`config.mk`:
```
export PLATFORM = sky130hd
export DESIGN_NAME = midi_three_byte_parser
export DESIGN_NICKNAME = d
export VERILOG_FILES = /design/src/rtl/core/m3bp_pkg.sv /design/src/rtl/core/midi_three_byte_parser.sv /design/src/rtl/core/m3bp_fsm.sv
export SDC_FILE = /design/constraint.sdc
export NUM_CORES = 1
export LEC_CHECK = 0
export ABC_AREA = 0
export BUFFER_PORTS_ARGS = -buffer_cell sky130_fd_sc_hd__buf_2
export CORE_AREA = 4 4 112 114
export DETAILED_ROUTE_END_ITERATION = 16
export DIE_AREA = 0 0 116 118
export PLACE_DENSITY = 0.56
export SYNTH_ARGS = -nofsm -noshare
export SYNTH_HDL_FRONTEND = slang
export SYNTH_SLANG_ARGS = --single-unit
```
`constraint.sdc`:
```
create_clock -name i_clk -period 6.6 [get_ports i_clk]
set_clock_uncertainty 0.15 [all_clocks]
set_input_delay 0.66 -clock i_clk [delete_from_list [all_inputs] [get_ports i_clk]]
set_output_delay 0.66 -clock i_clk [all_outputs]
set_load 0.05 [all_outputs]
```
`src/rtl/core/m3bp_pkg.sv`:
```
package m3bp_pkg;

    localparam int unsigned BYTE_W    = 8;
    localparam int unsigned TICK_W    = 16;
    localparam int unsigned TYPE_W    = 2;
    localparam int unsigned CHAN_W    = 5;
    localparam int unsigned OUT_DATA_W = 32;

    localparam logic [TICK_W-1:0] TIMEOUT_RESET = 16'd500;

    localparam logic [3:0] HI_NOTE_OFF = 4'h8;
    localparam logic [3:0] HI_NOTE_ON  = 4'h9;
    localparam logic [3:0] HI_CONTROL  = 4'hB;

    localparam logic REQ_BYTE = 1'b0;
    localparam logic REQ_TICK = 1'b1;

    typedef enum logic [1:0] {
        PH_IDLE   = 2'd0,
        PH_STATUS = 2'd1,
        PH_DATA1  = 2'd2
    } t_phase;

    typedef enum logic [TYPE_W-1:0] {
        MT_NOTE_ON  = 2'd0,
        MT_NOTE_OFF = 2'd1,
        MT_CONTROL  = 2'd2
    } t_msg_type;

    typedef struct packed {
        logic                valid;
        t_msg_type           msg_type;
        logic [CHAN_W-1:0]   channel;
        logic [BYTE_W-1:0]   status_value;
        logic [BYTE_W-1:0]   first_data;
        logic [BYTE_W-1:0]   second_data;
    } t_event;

    function automatic logic is_wanted(input logic [BYTE_W-1:0] b);
        return (b[7:4] == HI_NOTE_OFF) || (b[7:4] == HI_NOTE_ON)
            || (b[7:4] == HI_CONTROL);
    endfunction

    function automatic t_msg_type kind_of(input logic [BYTE_W-1:0] s);
        t_msg_type k;
        case (s[7:4])
            HI_NOTE_ON:  k = MT_NOTE_ON;
            HI_NOTE_OFF: k = MT_NOTE_OFF;
            default:     k = MT_CONTROL;
        endcase
        return k;
    endfunction

endpackage

```
`src/rtl/core/midi_three_byte_parser.sv`:
```
// the event beat is registered and shows in the cycle after the accepted byte that completes a message
// throughput: one beat per cycle, bytes and ticks alike, unless stalled by the single output register
// the input is stalled only while an event waits in the output register and is not taken
// reset (synchronous, active low): parser idle, held bytes and tick count zero,
// timeout limit 500, output register empty
module midi_three_byte_parser (
    input  logic        i_clk,
    input  logic        i_rst_n,
    input  logic        s_axis_tvalid,
    output logic        s_axis_tready,
    input  logic [7:0]  s_axis_tdata,   // data_byte
    input  logic [0:0]  s_axis_tuser,   // req_type
    output logic        m_axis_tvalid,
    input  logic        m_axis_tready,
    output logic [m3bp_pkg::OUT_DATA_W-1:0] m_axis_tdata,
    // channel, status_value, first_data, second_data, zero fill
    output logic [m3bp_pkg::TYPE_W-1:0]     m_axis_tuser,   // msg_type
    input  logic        i_cfg_valid,
    output logic        o_cfg_ready,
    input  logic [m3bp_pkg::TICK_W-1:0]     i_cfg_data
);
    import m3bp_pkg::*;

    logic [TICK_W-1:0]   r_timeout_limit;
    logic                s_accept;
    t_event              w_event;
    logic                r_out_valid;
    t_event              r_out;

    assign o_cfg_ready   = 1'b1;
    assign s_axis_tready = !r_out_valid || m_axis_tready;
    assign s_accept      = s_axis_tvalid && s_axis_tready;

    always_ff @(posedge i_clk) begin
        if (!i_rst_n) begin
            r_timeout_limit <= TIMEOUT_RESET;
        end else if (i_cfg_valid) begin
            r_timeout_limit <= i_cfg_data;
        end
    end

    m3bp_fsm u_fsm (
        .i_clk           (i_clk),
        .i_rst_n         (i_rst_n),
        .i_accept        (s_accept),
        .i_req_type      (s_axis_tuser[0]),
        .i_data_byte     (s_axis_tdata),
        .i_timeout_limit (r_timeout_limit),
        .o_event         (w_event)
    );

    always_ff @(posedge i_clk) begin
        if (!i_rst_n) begin
            r_out_valid <= 1'b0;
        end else if (s_axis_tready) begin
            r_out_valid <= w_event.valid;
        end
    end

    always_ff @(posedge i_clk) begin
        if (s_axis_tready && w_event.valid) begin
            r_out <= w_event;
        end
    end

    assign m_axis_tvalid = r_out_valid;
    assign m_axis_tuser  = r_out.msg_type;
    assign m_axis_tdata  = {3'b000, r_out.second_data, r_out.first_data,
                            r_out.status_value, r_out.channel};

    // a tick never makes an event
    a_tick_no_event: assert property (@(posedge i_clk) disable iff (!i_rst_n)
        (s_accept && s_axis_tuser[0] == REQ_TICK) |-> !w_event.valid)
        else $error("event raised on a tick");

    // a completed message shows up as an event beat next cycle
    a_event_out: assert property (@(posedge i_clk) disable iff (!i_rst_n)
        (s_accept && w_event.valid) |=> (m_axis_tvalid
            && m_axis_tdata[4:0] == $past(w_event.channel)
            && m_axis_tdata[28:21] == $past(s_axis_tdata)))
        else $error("completed message lost");

    // an event beat carries a mapped type and a channel in range
    a_out_fields: assert property (@(posedge i_clk) disable iff (!i_rst_n)
        m_axis_tvalid |-> (m_axis_tuser != 2'd3 && m_axis_tdata[4:0] != 5'd0
            && m_axis_tdata[4:0] <= 5'd16))
        else $error("bad event fields");

endmodule

```
`src/rtl/core/m3bp_fsm.sv`:
```
module m3bp_fsm (
    input  logic                        i_clk,
    input  logic                        i_rst_n,
    input  logic                        i_accept,
    input  logic                        i_req_type,
    input  logic [7:0]                  i_data_byte,
    input  logic [m3bp_pkg::TICK_W-1:0] i_timeout_limit,
    output m3bp_pkg::t_event            o_event
);
    import m3bp_pkg::*;

    t_phase              r_phase, n_phase;
    logic [BYTE_W-1:0]   r_status, n_status;
    logic [BYTE_W-1:0]   r_data, n_data;
    logic [TICK_W-1:0]   r_ticks, n_ticks;

    // next state
    always_comb begin
        n_phase = r_phase;
        n_ticks = r_ticks;
        if (i_accept) begin
            if (i_req_type == REQ_TICK) begin
                if (r_ticks >= i_timeout_limit) begin
                    n_phase = PH_IDLE;
                    n_ticks = '0;
                end else begin
                    n_ticks = r_ticks + TICK_W'(1);
                end
            end else begin
                n_ticks = '0;
                case (r_phase)
                    PH_IDLE: begin
                        if (is_wanted(i_data_byte)) begin
                            n_phase = PH_STATUS;
                        end
                    end
                    PH_STATUS: n_phase = PH_DATA1;
                    PH_DATA1:  n_phase = PH_IDLE;
                    default:   n_phase = PH_IDLE;
                endcase
            end
        end
    end

    // outputs and held bytes
    always_comb begin
        n_status              = r_status;
        n_data                = r_data;
        o_event.valid         = 1'b0;
        o_event.msg_type      = kind_of(r_status);
        o_event.channel       = {1'b0, r_status[3:0]} + CHAN_W'(1);
        o_event.status_value  = r_status;
        o_event.first_data    = r_data;
        o_event.second_data   = i_data_byte;
        if (i_accept && (i_req_type == REQ_BYTE)) begin
            case (r_phase)
                PH_IDLE: begin
                    if (is_wanted(i_data_byte)) begin
                        n_status = i_data_byte;
                    end
                end
                PH_STATUS: n_data = i_data_byte;
                PH_DATA1:  o_event.valid = 1'b1;
                default:   o_event.valid = 1'b0;
            endcase
        end
    end

    always_ff @(posedge i_clk) begin
        if (!i_rst_n) begin
            r_phase  <= PH_IDLE;
            r_status <= '0;
            r_data   <= '0;
            r_ticks  <= '0;
        end else begin
            r_phase  <= n_phase;
            r_status <= n_status;
            r_data   <= n_data;
            r_ticks  <= n_ticks;
        end
    end

endmodule
```
Word-level counts from Yosys, hierarchy flattened:

Cells that the tools add are included.

* flip-flop bits (word level): 82
* output and inout bits: 37

* add/subtract/negate cells: 2
* order comparisons: 1
* equality and inequality tests: 9
* muxes and demuxes: 9
* bitwise gates (word level): 1
* reductions and logical operators: 11

Operators by type and width (number)
* 16-bit 2-to-1 mux: 2
* 4-bit == test (second input constant): 5
* 16-bit by 1-bit adder with 16-bit output (second input constant): 1
* 16-bit greater-or-equal comparator: 1
* 2-bit one-hot mux with 2 select lines: 2
* 2-bit 2-to-1 mux: 3
* 3-bit AND reduction: 2
* 4-bit by 1-bit adder with 5-bit output (second input constant): 1
* 1-bit logical AND: 3
* 1-bit logical OR: 3
* 3-bit by 2-bit inequality test with 1-bit output (second input constant): 1
* 2-bit by 1-bit == test with 1-bit output (second input constant): 1
* 2-bit == test (second input constant): 1
* 2-bit zero test: 1
* 1-bit 2-to-1 mux: 2
* 2-bit by 1-bit inequality test with 1-bit output (second input constant): 1
* 2-bit AND reduction: 1
* 1-bit zero test: 1
* 1-bit NOT: 1

Longest topological paths before layout:

Gate-level depths: netlist (run 1).

* word-level depth: 6
* mapped depth: 8
* gate-level depth less buffers: 7

Modules after synthesis:

A second synthesis (run 1) with hierarchy kept.

* cells, all modules: 334
* area total of the unflattened synthesis: 3651.0 um2

Modules (own cells, without submodules)
* m3bp_fsm: times used 1, cells each 240, area each 2030.7 um2
* midi_three_byte_parser: times used 1, cells each 94, area each 1620.3 um2

Least setup slack after synthesis (run 1):

No wires, ideal clock.

* kind: input -> register
* from: input port m_axis_tready
* to: register r_out (netlist bit m_axis_tdata[0]) (enable)
* library setup time: 512 ps
* arrival: 4714 ps
* data required time: 5938 ps
* slack: 1225 ps
* cell stages on the path: 4
* buffers on the path: 0
* path through: nor2b_1 > inv_1 > nand2_1 > nor4b_1

* word-level cells in the longest chain between the ends: 5

Ends and longest elaborated chain
* start: declaration: line midi_three_byte_parser.sv:14 `input logic m_axis_tready,`
* 1-bit logical OR *: line midi_three_byte_parser.sv:31 `assign s_axis_tready = !r_out_valid || m_axis_tready;`
* named net s_axis_tready: line midi_three_byte_parser.sv:10 `output logic s_axis_tready,`
* 1-bit logical AND: line midi_three_byte_parser.sv:32 `assign s_accept = s_axis_tvalid && s_axis_tready;`
* 1-bit logical AND: line m3bp_fsm.sv:55 `if (i_accept && (i_req_type == REQ_BYTE)) begin`
* 1-bit 2-to-1 mux: line m3bp_fsm.sv:55
* 1-bit logical AND *: line midi_three_byte_parser.sv:61 `if (s_axis_tready && w_event.valid) begin`
* end signal: assignment: line midi_three_byte_parser.sv:62 `r_out <= w_event;`
* end: declaration: line midi_three_byte_parser.sv:28 `t_event r_out;`

Mark *: on every way through the listed nets, which the timed path passes. The rest lies on a longest branch.
A chain may end at the register's enable or synchronous reset.

==> results of run 1 <==
==> how the worst min path moves through the flow <==
stage	to	cells past startpoint	start
6_report	m_axis_tdata[18]$_DFFE_PP_	0	u_fsm.r_data[5]$_SDFFE_PN0P_
5_1_grt	m_axis_tdata[20]$_DFFE_PP_	0	u_fsm.r_data[7]$_SDFFE_PN0P_
4_1_cts	m_axis_tdata[17]$_DFFE_PP_	0	u_fsm.r_data[4]$_SDFFE_PN0P_
3_5_place_dp	m_axis_tdata[17]$_DFFE_PP_	0	u_fsm.r_data[4]$_SDFFE_PN0P_
3_3_place_gp	m_axis_tdata[17]$_DFFE_PP_	0	u_fsm.r_data[4]$_SDFFE_PN0P_
2_1_floorplan	m_axis_tdata[13]$_DFFE_PP_	0	u_fsm.r_data[0]$_SDFFE_PN0P_
==> worst max-delay path, stage by stage <==
cell and delay, ns:
buf_2 0.27, clkinv_1 0.71, a211oi_1 0.58, a32oi_4 0.28
a21oi_1 0.18
==> synth_stat cells, drive strengths merged (3+ instances only) <==
library cell | count | area (µm²)
dfxtp | 51 | 1020
nor2 | 41 | 154
nand2 | 32 | 120
edfxtp | 31 | 931
inv | 23 | 86.3
ha | 18 | 225
mux2i | 18 | 180
a21oi | 14 | 70.1
xnor2 | 12 | 105
nand3 | 8 | 40.0
buf | 7 | 50.0
o211ai | 7 | 52.6
clkbuf | 6 | 22.5
nor3 | 6 | 30.0
nand4 | 5 | 31.3
o21ai | 4 | 20.0
xor2 | 4 | 35.0
and4 | 3 | 30.0
==> power groups by stage <==
stage               Combinational, mW  Clock (mW)  Sequential (mW)
floorplan                      0.0399           0            0.545
global placement               0.0559           0            0.546
detailed placement             0.0572           0            0.546
CTS                            0.0572       0.480            0.535
global route                   0.0641       0.498            0.536
finish                         0.0563       0.465            0.535
==> per-layer routing <==
metal | vias to the layer above | share of wire
met5 | - | 0
met3 | 5 | 0.066
li1 | 1209 | -
met1 | 1088 | 0.45
met4 | 0 | 0.011
met2 | 60 | 0.47
==> final cells by class <==
class,count,area share
clock buffers,10,0.0556
repair buffers,64,0.0790
flip-flops and latches,82,0.474
clock inverters,6,0.0121
inverters,24,0.0219
well taps,143,0.0434
multi-input cells,197,0.314
==> registers in the layout, indices dropped and copies added, names as in the netlist <==
| register | cells |
|---|---|
| u_fsm.r_data | 8 |
| u_fsm.r_phase | 2 |
| m_axis_tdata | 29 |
| u_fsm.r_ticks | 16 |
| m_axis_tvalid | 1 |
| m_axis_tuser | 2 |
| r_timeout_limit | 16 |
| u_fsm.r_status | 8 |
==> metrics by stage <==
step	power, mW	hold slack [ns]	instance area, µm²
after floorplan	0.585	0.258	3400
after global placement	0.602	0.262	3840
after detailed placement	0.603	0.266	3840
after CTS	1.07	0.283	4120
after global routing	1.10	0.295	4120
final	1.06	0.279	4120
==> logic make-up (layout without fill, tap and decap cells) <==
logic type | Yosys count | count (layout)
buf+inv | 37 | 104
simple gates | 108 | 108
flops | 82 | 82
other cells | 2 | 4
fa+ha+maj | 18 | 18
compound gates | 33 | 33
xor+xnor | 16 | 16
mux | 18 | 18
==> run_summary.xml, run 1 <==
<?xml version="1.0" encoding="UTF-8"?>
<metrics>
  <group name="clocking">
    <metric name="postCtsSetupBuffers" unit="">0</metric>
    <metric name="clock_transition_at_the_registers_of_the_reported_paths" unit="ns">0.07</metric>
    <metric name="htree_num_levels" unit="">3</metric>
    <metric name="cts_sinks" unit="">82</metric>
    <metric name="ctsRootBufferMaster" unit="">clkbuf_16</metric>
    <metric name="buffer_levels_on_the_longest_clock_path" unit="">2</metric>
    <metric name="inserted_clock_buffers" unit="">9</metric>
    <metric name="ctsHoldBuffers" unit="">0</metric>
    <metric name="cts.repair.resized" unit="">0</metric>
    <metric name="worstSkewPairLatency" unit="ns">0.33</metric>
    <metric name="tritoncts_clock_tree" unit="">yes</metric>
  </group>
  <group name="logic_synthesis">
    <metric name="synth_top_family_by_area" unit="">simple AND/OR/NAND/NOR gates</metric>
    <metric name="synth-compound-area-share" unit="">0.0663</metric>
    <metric name="yosys_warnings" unit="">0</metric>
    <metric name="asyncSetResetFlopFracSynth" unit="">0</metric>
    <metric name="synth-simple-area-share" unit="">0.148</metric>
    <metric name="mappedNetlistArea" unit="µm²">3400</metric>
    <metric name="post_synth_edffs" unit="">31</metric>
    <metric name="synth-xor-area-share" unit="">0.0413</metric>
    <metric name="synth_flop_cell" unit="">dfxtp_1</metric>
    <metric name="synth_adder_area_share" unit="">0.0663</metric>
    <metric name="post_synth_mux_area_share" unit="">0.0531</metric>
    <metric name="syn_inst" unit="">314</metric>
    <metric name="synth.lib_cells_used.distinct" unit="">42</metric>
    <metric name="post_synth.cell_area_avg" unit="µm²">10.8</metric>
    <metric name="synth_sequential_area_ratio" unit="">0.575</metric>
    <metric name="ys_ff_latch" unit="">82</metric>
  </group>
  <group name="placed_design">
    <metric name="port_buffers" unit="">62</metric>
    <metric name="dpl_worst_slack" unit="ns">3.59</metric>
    <metric name="placedCellCount" unit="">510</metric>
    <metric name="place_congestion" unit="">0.752</metric>
    <metric name="hpwl" unit="µm">5120</metric>
  </group>
  <group name="flow_run">
    <metric name="cap_viol_max_count" unit="">0</metric>
  </group>
  <group name="routing">
    <metric name="post_detailed_route_count_of_antenna_violating_nets" unit="">0</metric>
    <metric name="routed-via-count" unit="">2362</metric>
    <metric name="detail_route.wirelength" unit="µm">6920</metric>
    <metric name="detail_route.iter0.violations" unit="">109</metric>
    <metric name="detailedRoute.firstPassIterationCount" unit="">4</metric>
    <metric name="via_density_per_instance" unit="">4.49</metric>
    <metric name="wl_per_cell" unit="µm">13.2</metric>
    <metric name="drc" unit="">0</metric>
  </group>
  <group name="global_route">
    <metric name="antenna_found_initial" unit="">0</metric>
    <metric name="gr-usage-met2" unit="">0.175</metric>
    <metric name="globalRoute.busiestLayer" unit="">met2</metric>
    <metric name="gr-usage-all-layers" unit="">0.106</metric>
    <metric name="wire_length_of_the_first_global_routing_pass" unit="µm">11400</metric>
    <metric name="grt_use_met3" unit="">0.0375</metric>
    <metric name="use_met1" unit="">0.131</metric>
    <metric name="globalRoute.totalOverflow" unit="">0</metric>
    <metric name="grt_pass1_vias" unit="">2390</metric>
    <metric name="grt_max_degree" unit="">28</metric>
  </group>
  <group name="layout">
    <metric name="multi_input_comb_area" unit="µm²">1290</metric>
    <metric name="stdcell_count" unit="">526</metric>
    <metric name="count_of_fill_cells_added_during_filler_insertion" unit="">1167</metric>
    <metric name="final_nets" unit="">426</metric>
    <metric name="leading_cell_types_in_the_layout_fill_and_taps_excluded" unit="">62 x buf_2, 51 x dfxtp_1, 41 x nor2_1</metric>
    <metric name="area.growth.synth_to_final" unit="%">21.3</metric>
    <metric name="final_common_cell" unit="">buf_2</metric>
    <metric name="layout.core_utilization" unit="">0.361</metric>
    <metric name="post_route_cells_drive_above_1_share" unit="">0.222</metric>
    <metric name="sequential_cell_area_in_the_final_layout" unit="µm²">1950</metric>
    <metric name="antennaDiodeCount" unit="">0</metric>
  </group>
  <group name="power">
    <metric name="vdd.ir_drop.worst" unit="mV">0.132</metric>
    <metric name="internal_power" unit="µW">810</metric>
    <metric name="pwr-share-seq" unit="">0.507</metric>
    <metric name="power_switching_share" unit="">0.232</metric>
    <metric name="combinationalPowerShare" unit="">0.053</metric>
    <metric name="power_density" unit="nW/µm²">256</metric>
    <metric name="static_leakage" unit="nW">1.68</metric>
    <metric name="clockPowerShare" unit="">0.440</metric>
    <metric name="p_switching" unit="µW">245</metric>
  </group>
  <group name="sta">
    <metric name="postLayoutSetupSlackWorst" unit="ns">4.03</metric>
    <metric name="layout_min_cycle_time" unit="ns">2.57</metric>
    <metric name="setup_repair_after_global_routing_missed_its_margin" unit="">no</metric>
    <metric name="timing_max_transition_violations_final" unit="">0</metric>
    <metric name="finalCritPeriodShare" unit="">0.389</metric>
    <metric name="final-hold-violation-count" unit="">0</metric>
    <metric name="max_freq" unit="MHz">389</metric>
    <metric name="final.setup.tns" unit="ns">0</metric>
    <metric name="setup-violations-final" unit="">0</metric>
    <metric name="maxSlewHeadroom" unit="">0.472</metric>
    <metric name="worst_max_slew_pin_slew" unit="ns">0.787</metric>
  </group>
  <group name="die">
    <metric name="placeableCoreArea" unit="µm²">11400</metric>
    <metric name="die_width" unit="µm">116</metric>
    <metric name="floorplan_die_area" unit="µm²">13700</metric>
    <metric name="floorplan.initialDensity" unit="">0.297</metric>
    <metric name="die_height" unit="µm">118</metric>
    <metric name="io_pins" unit="">67</metric>
    <metric name="std_cell_rows" unit="">39</metric>
  </group>
  <group name="setup_path">
    <metric name="rr_worst_depth" unit="">7</metric>
    <metric name="critical_path_arrival" unit="ns">2.68</metric>
    <metric name="worst_r2r_startpoint" unit="">r_timeout_limit[15]$_SDFFE_PN0P_</metric>
    <metric name="cp-endpoint" unit="">u_fsm.r_ticks[1]$_SDFFE_PN0P_</metric>
    <metric name="crit-reg2reg-capture" unit="">u_fsm.r_ticks[5]$_SDFFE_PN0P_</metric>
    <metric name="setup.worst_path.end_class" unit="">register</metric>
    <metric name="crit_start" unit="">i_rst_n</metric>
    <metric name="path_max_fanout" unit="">27</metric>
    <metric name="register_to_register_path_setup_slack" unit="ns">4.23</metric>
    <metric name="timing.critical_path.required" unit="ns">6.71</metric>
    <metric name="worstSetupPathType" unit="">in -&gt; reg</metric>
    <metric name="worstSetupStartpointType" unit="">input pin</metric>
  </group>
  <group name="hold_path">
    <metric name="hold_class" unit="">reg -&gt; reg</metric>
  </group>
  <group name="run_status">
    <metric name="outcome" unit="">finished, final reports clean</metric>
  </group>
</metrics>
No activity file was read; power rests on OpenSTA's default activity.
==> run 2, diff against run 1 <==
==> constraint.sdc (replaced) <==
create_clock -name i_clk -period 2.5 [get_ports i_clk]
set_clock_uncertainty 0.15 [all_clocks]
set_input_delay 0.25 -clock i_clk [delete_from_list [all_inputs] [get_ports i_clk]]
set_output_delay 0.25 -clock i_clk [all_outputs]
set_load 0.05 [all_outputs]
==> run_summary.xml, run 2 (synthesis gave the netlist of run 1 again) <==
<?xml version="1.0" encoding="UTF-8"?>
<metrics>
  <group name="layout">
    <metric name="final_common_cell" unit="">buf_2</metric>
    <metric name="number_of_flip_flops_under_the_largest_register_name" unit="">29</metric>
    <metric name="max_flop_register" unit="">m_axis_tdata</metric>
    <metric name="leading_cell_types_in_the_layout_fill_and_taps_excluded" unit="">62 x buf_2, 50 x dfxtp_1, 41 x nor2_1</metric>
    <metric name="biggestRegsByFlops" unit="">m_axis_tdata: 29 flops, r_timeout_limit: 16 flops, u_fsm.r_ticks: 16 flops</metric>
    <metric name="antennaDiodeCount" unit="">0</metric>
    <metric name="stdcell_count" unit="">547</metric>
    <metric name="final_nets" unit="">447</metric>
    <metric name="post_route_cells_drive_above_1_share" unit="">0.223</metric>
    <metric name="area.growth.synth_to_final" unit="%">28.7</metric>
  </group>
  <group name="clocking">
    <metric name="tritoncts_clock_tree" unit="">yes</metric>
    <metric name="buffer_levels_on_the_longest_clock_path" unit="">2</metric>
    <metric name="worstSkewPairLatency" unit="ns">0.33</metric>
    <metric name="cts_sinks" unit="">82</metric>
    <metric name="ctsRootBufferMaster" unit="">clkbuf_16</metric>
    <metric name="inserted_clock_buffers" unit="">9</metric>
    <metric name="clock_transition_at_the_registers_of_the_reported_paths" unit="ns">0.06</metric>
    <metric name="htree_num_levels" unit="">3</metric>
  </group>
  <group name="setup_path">
    <metric name="setup.worst_path.end_class" unit="">register</metric>
    <metric name="critical_path_arrival" unit="ns">2.33</metric>
    <metric name="path_max_fanout" unit="">15</metric>
    <metric name="timing.critical_path.required" unit="ns">2.55</metric>
    <metric name="worstSetupStartpointType" unit="">register</metric>
    <metric name="rr_worst_depth" unit="">7</metric>
    <metric name="worstSetupPathType" unit="">reg -&gt; reg</metric>
  </group>
  <group name="sta">
    <metric name="hold-worst-slack" unit="ns">0.00899</metric>
    <metric name="timing_max_transition_violations_final" unit="">0</metric>
    <metric name="finalCritPeriodShare" unit="">0.909</metric>
    <metric name="max_freq" unit="MHz">440</metric>
    <metric name="final.setup.tns" unit="ns">0</metric>
    <metric name="setup-violations-final" unit="">0</metric>
    <metric name="maxSlewHeadroom" unit="">0.518</metric>
    <metric name="layout_min_cycle_time" unit="ns">2.27</metric>
    <metric name="final-hold-violation-count" unit="">0</metric>
    <metric name="worst_max_slew_pin_slew" unit="ns">0.718</metric>
    <metric name="setup_repair_after_global_routing_missed_its_margin" unit="">no</metric>
  </group>
  <group name="routing">
    <metric name="wl_per_cell" unit="µm">13.1</metric>
    <metric name="routed-via-count" unit="">2460</metric>
    <metric name="via_density_per_instance" unit="">4.50</metric>
    <metric name="post_detailed_route_count_of_antenna_violating_nets" unit="">0</metric>
    <metric name="detailedRoute.firstPassIterationCount" unit="">4</metric>
    <metric name="detail_route.iter0.violations" unit="">94</metric>
    <metric name="detail_route.wirelength" unit="µm">7160</metric>
    <metric name="drc" unit="">0</metric>
  </group>
  <group name="power">
    <metric name="pwr-share-seq" unit="">0.497</metric>
    <metric name="p_switching" unit="µW">671</metric>
    <metric name="internal_power" unit="mW">2.17</metric>
    <metric name="combinationalPowerShare" unit="">0.062</metric>
    <metric name="power_density" unit="nW/µm²">650</metric>
    <metric name="vdd.ir_drop.worst" unit="mV">0.350</metric>
    <metric name="power_switching_share" unit="">0.236</metric>
    <metric name="design_power_total" unit="mW">2.84</metric>
    <metric name="static_leakage" unit="nW">1.77</metric>
    <metric name="clockPowerShare" unit="">0.441</metric>
  </group>
  <group name="hold_path">
    <metric name="hold_class" unit="">in -&gt; reg</metric>
    <metric name="whs_path_depth" unit="">3</metric>
  </group>
  <group name="die">
    <metric name="placeableCoreArea" unit="µm²">11400</metric>
    <metric name="io_pins" unit="">67</metric>
    <metric name="floorplan.initialDensity" unit="">0.297</metric>
    <metric name="floorplan_die_area" unit="µm²">13700</metric>
    <metric name="die_width" unit="µm">116</metric>
    <metric name="std_cell_rows" unit="">39</metric>
    <metric name="die_height" unit="µm">118</metric>
  </group>
  <group name="placed_design">
    <metric name="port_buffers" unit="">62</metric>
    <metric name="place_congestion" unit="">0.767</metric>
    <metric name="hpwl" unit="µm">5120</metric>
    <metric name="placedCellCount" unit="">510</metric>
  </group>
  <group name="flow_run">
    <metric name="cap_viol_max_count" unit="">0</metric>
  </group>
  <group name="global_route">
    <metric name="antenna_found_initial" unit="">0</metric>
    <metric name="gr-usage-all-layers" unit="">0.110</metric>
    <metric name="grt_max_degree" unit="">33</metric>
    <metric name="globalRoute.totalOverflow" unit="">0</metric>
    <metric name="grt_pass1_vias" unit="">2524</metric>
    <metric name="wire_length_of_the_first_global_routing_pass" unit="µm">12000</metric>
  </group>
  <group name="run_status">
    <metric name="outcome" unit="">finished, final reports clean</metric>
  </group>
</metrics>
==> run 2: path summary, 6_finish.rpt <==
check                                                 startpoint                               to  slack (ns)
worst min-delay path                               i_cfg_data[1]  r_timeout_limit[1]$_SDFFE_PN0P_       0.009
worst max register to register  r_timeout_limit[15]$_SDFFE_PN0P_   u_fsm.r_ticks[10]$_SDFFE_PN0P_        0.23
worst min register to register      u_fsm.r_data[6]$_SDFFE_PN0P_       m_axis_tdata[19]$_DFFE_PP_        0.28
worst max-delay path            r_timeout_limit[15]$_SDFFE_PN0P_   u_fsm.r_ticks[10]$_SDFFE_PN0P_        0.23
==> run 2: cell type report <==
cell class | count | area (µm²)
clock inverters | 7 | 60.1
well taps | 143 | 179
clock buffers | 9 | 225
repair buffers | 85 | 536
multi-input cells | 197 | 1320
inverters | 24 | 95.1
flip-flops and latches | 82 | 1960
fillers | 1138 | 7050
==> run 2: power groups by stage <==
stage	clock network, mW	registers [mW]	logic [mW]
6_report	1.25	1.41	0.176
5_1_grt	1.35	1.41	0.200
4_1_cts	1.30	1.41	0.180
3_5_place_dp	0	1.44	0.154
3_3_place_gp	0	1.44	0.151
2_1_floorplan	0	1.44	0.107
==> run 2: critical path: stages, from the launching register on <==
cell and delay, ns:
dfxtp_1 0.32, inv_1 0.05, ha_1 0.30, and4_4 0.24, o211ai_1 0.08, or4_4 0.44
a32oi_4 0.45, nor2_1 0.10
==> run 2: stage by stage <==
step           utilization  worst slack [ns]  instance area (µm²)
6_report             0.383             0.228                 4370
3_3_place_gp         0.339             0.198                 3870
4_1_cts              0.383             0.129                 4370
2_1_floorplan            -            0.0179                 3440
5_1_grt              0.383            0.0483                 4370
3_5_place_dp         0.339             0.134                 3870
==> run 2: metal layers <==
| metal | GRT usage | vias to the layer above | share of wire |
|---|---|---|---|
| li1 | - | 1251 | - |
| met1 | 0.132 | 1143 | 0.43 |
| met2 | 0.186 | 59 | 0.49 |
| met3 | 0.0411 | 7 | 0.068 |
| met4 | 0.0261 | 0 | 0.0077 |
| met5 | 0 | - | 0 |
==> run 2: repair_timing <==
action,CTS,global route
setup endpoints to repair,0,8
endpoints found under the hold margin,21,0
buffers inserted,0,0
hold buffers,21,0
gates resized for setup,0,0
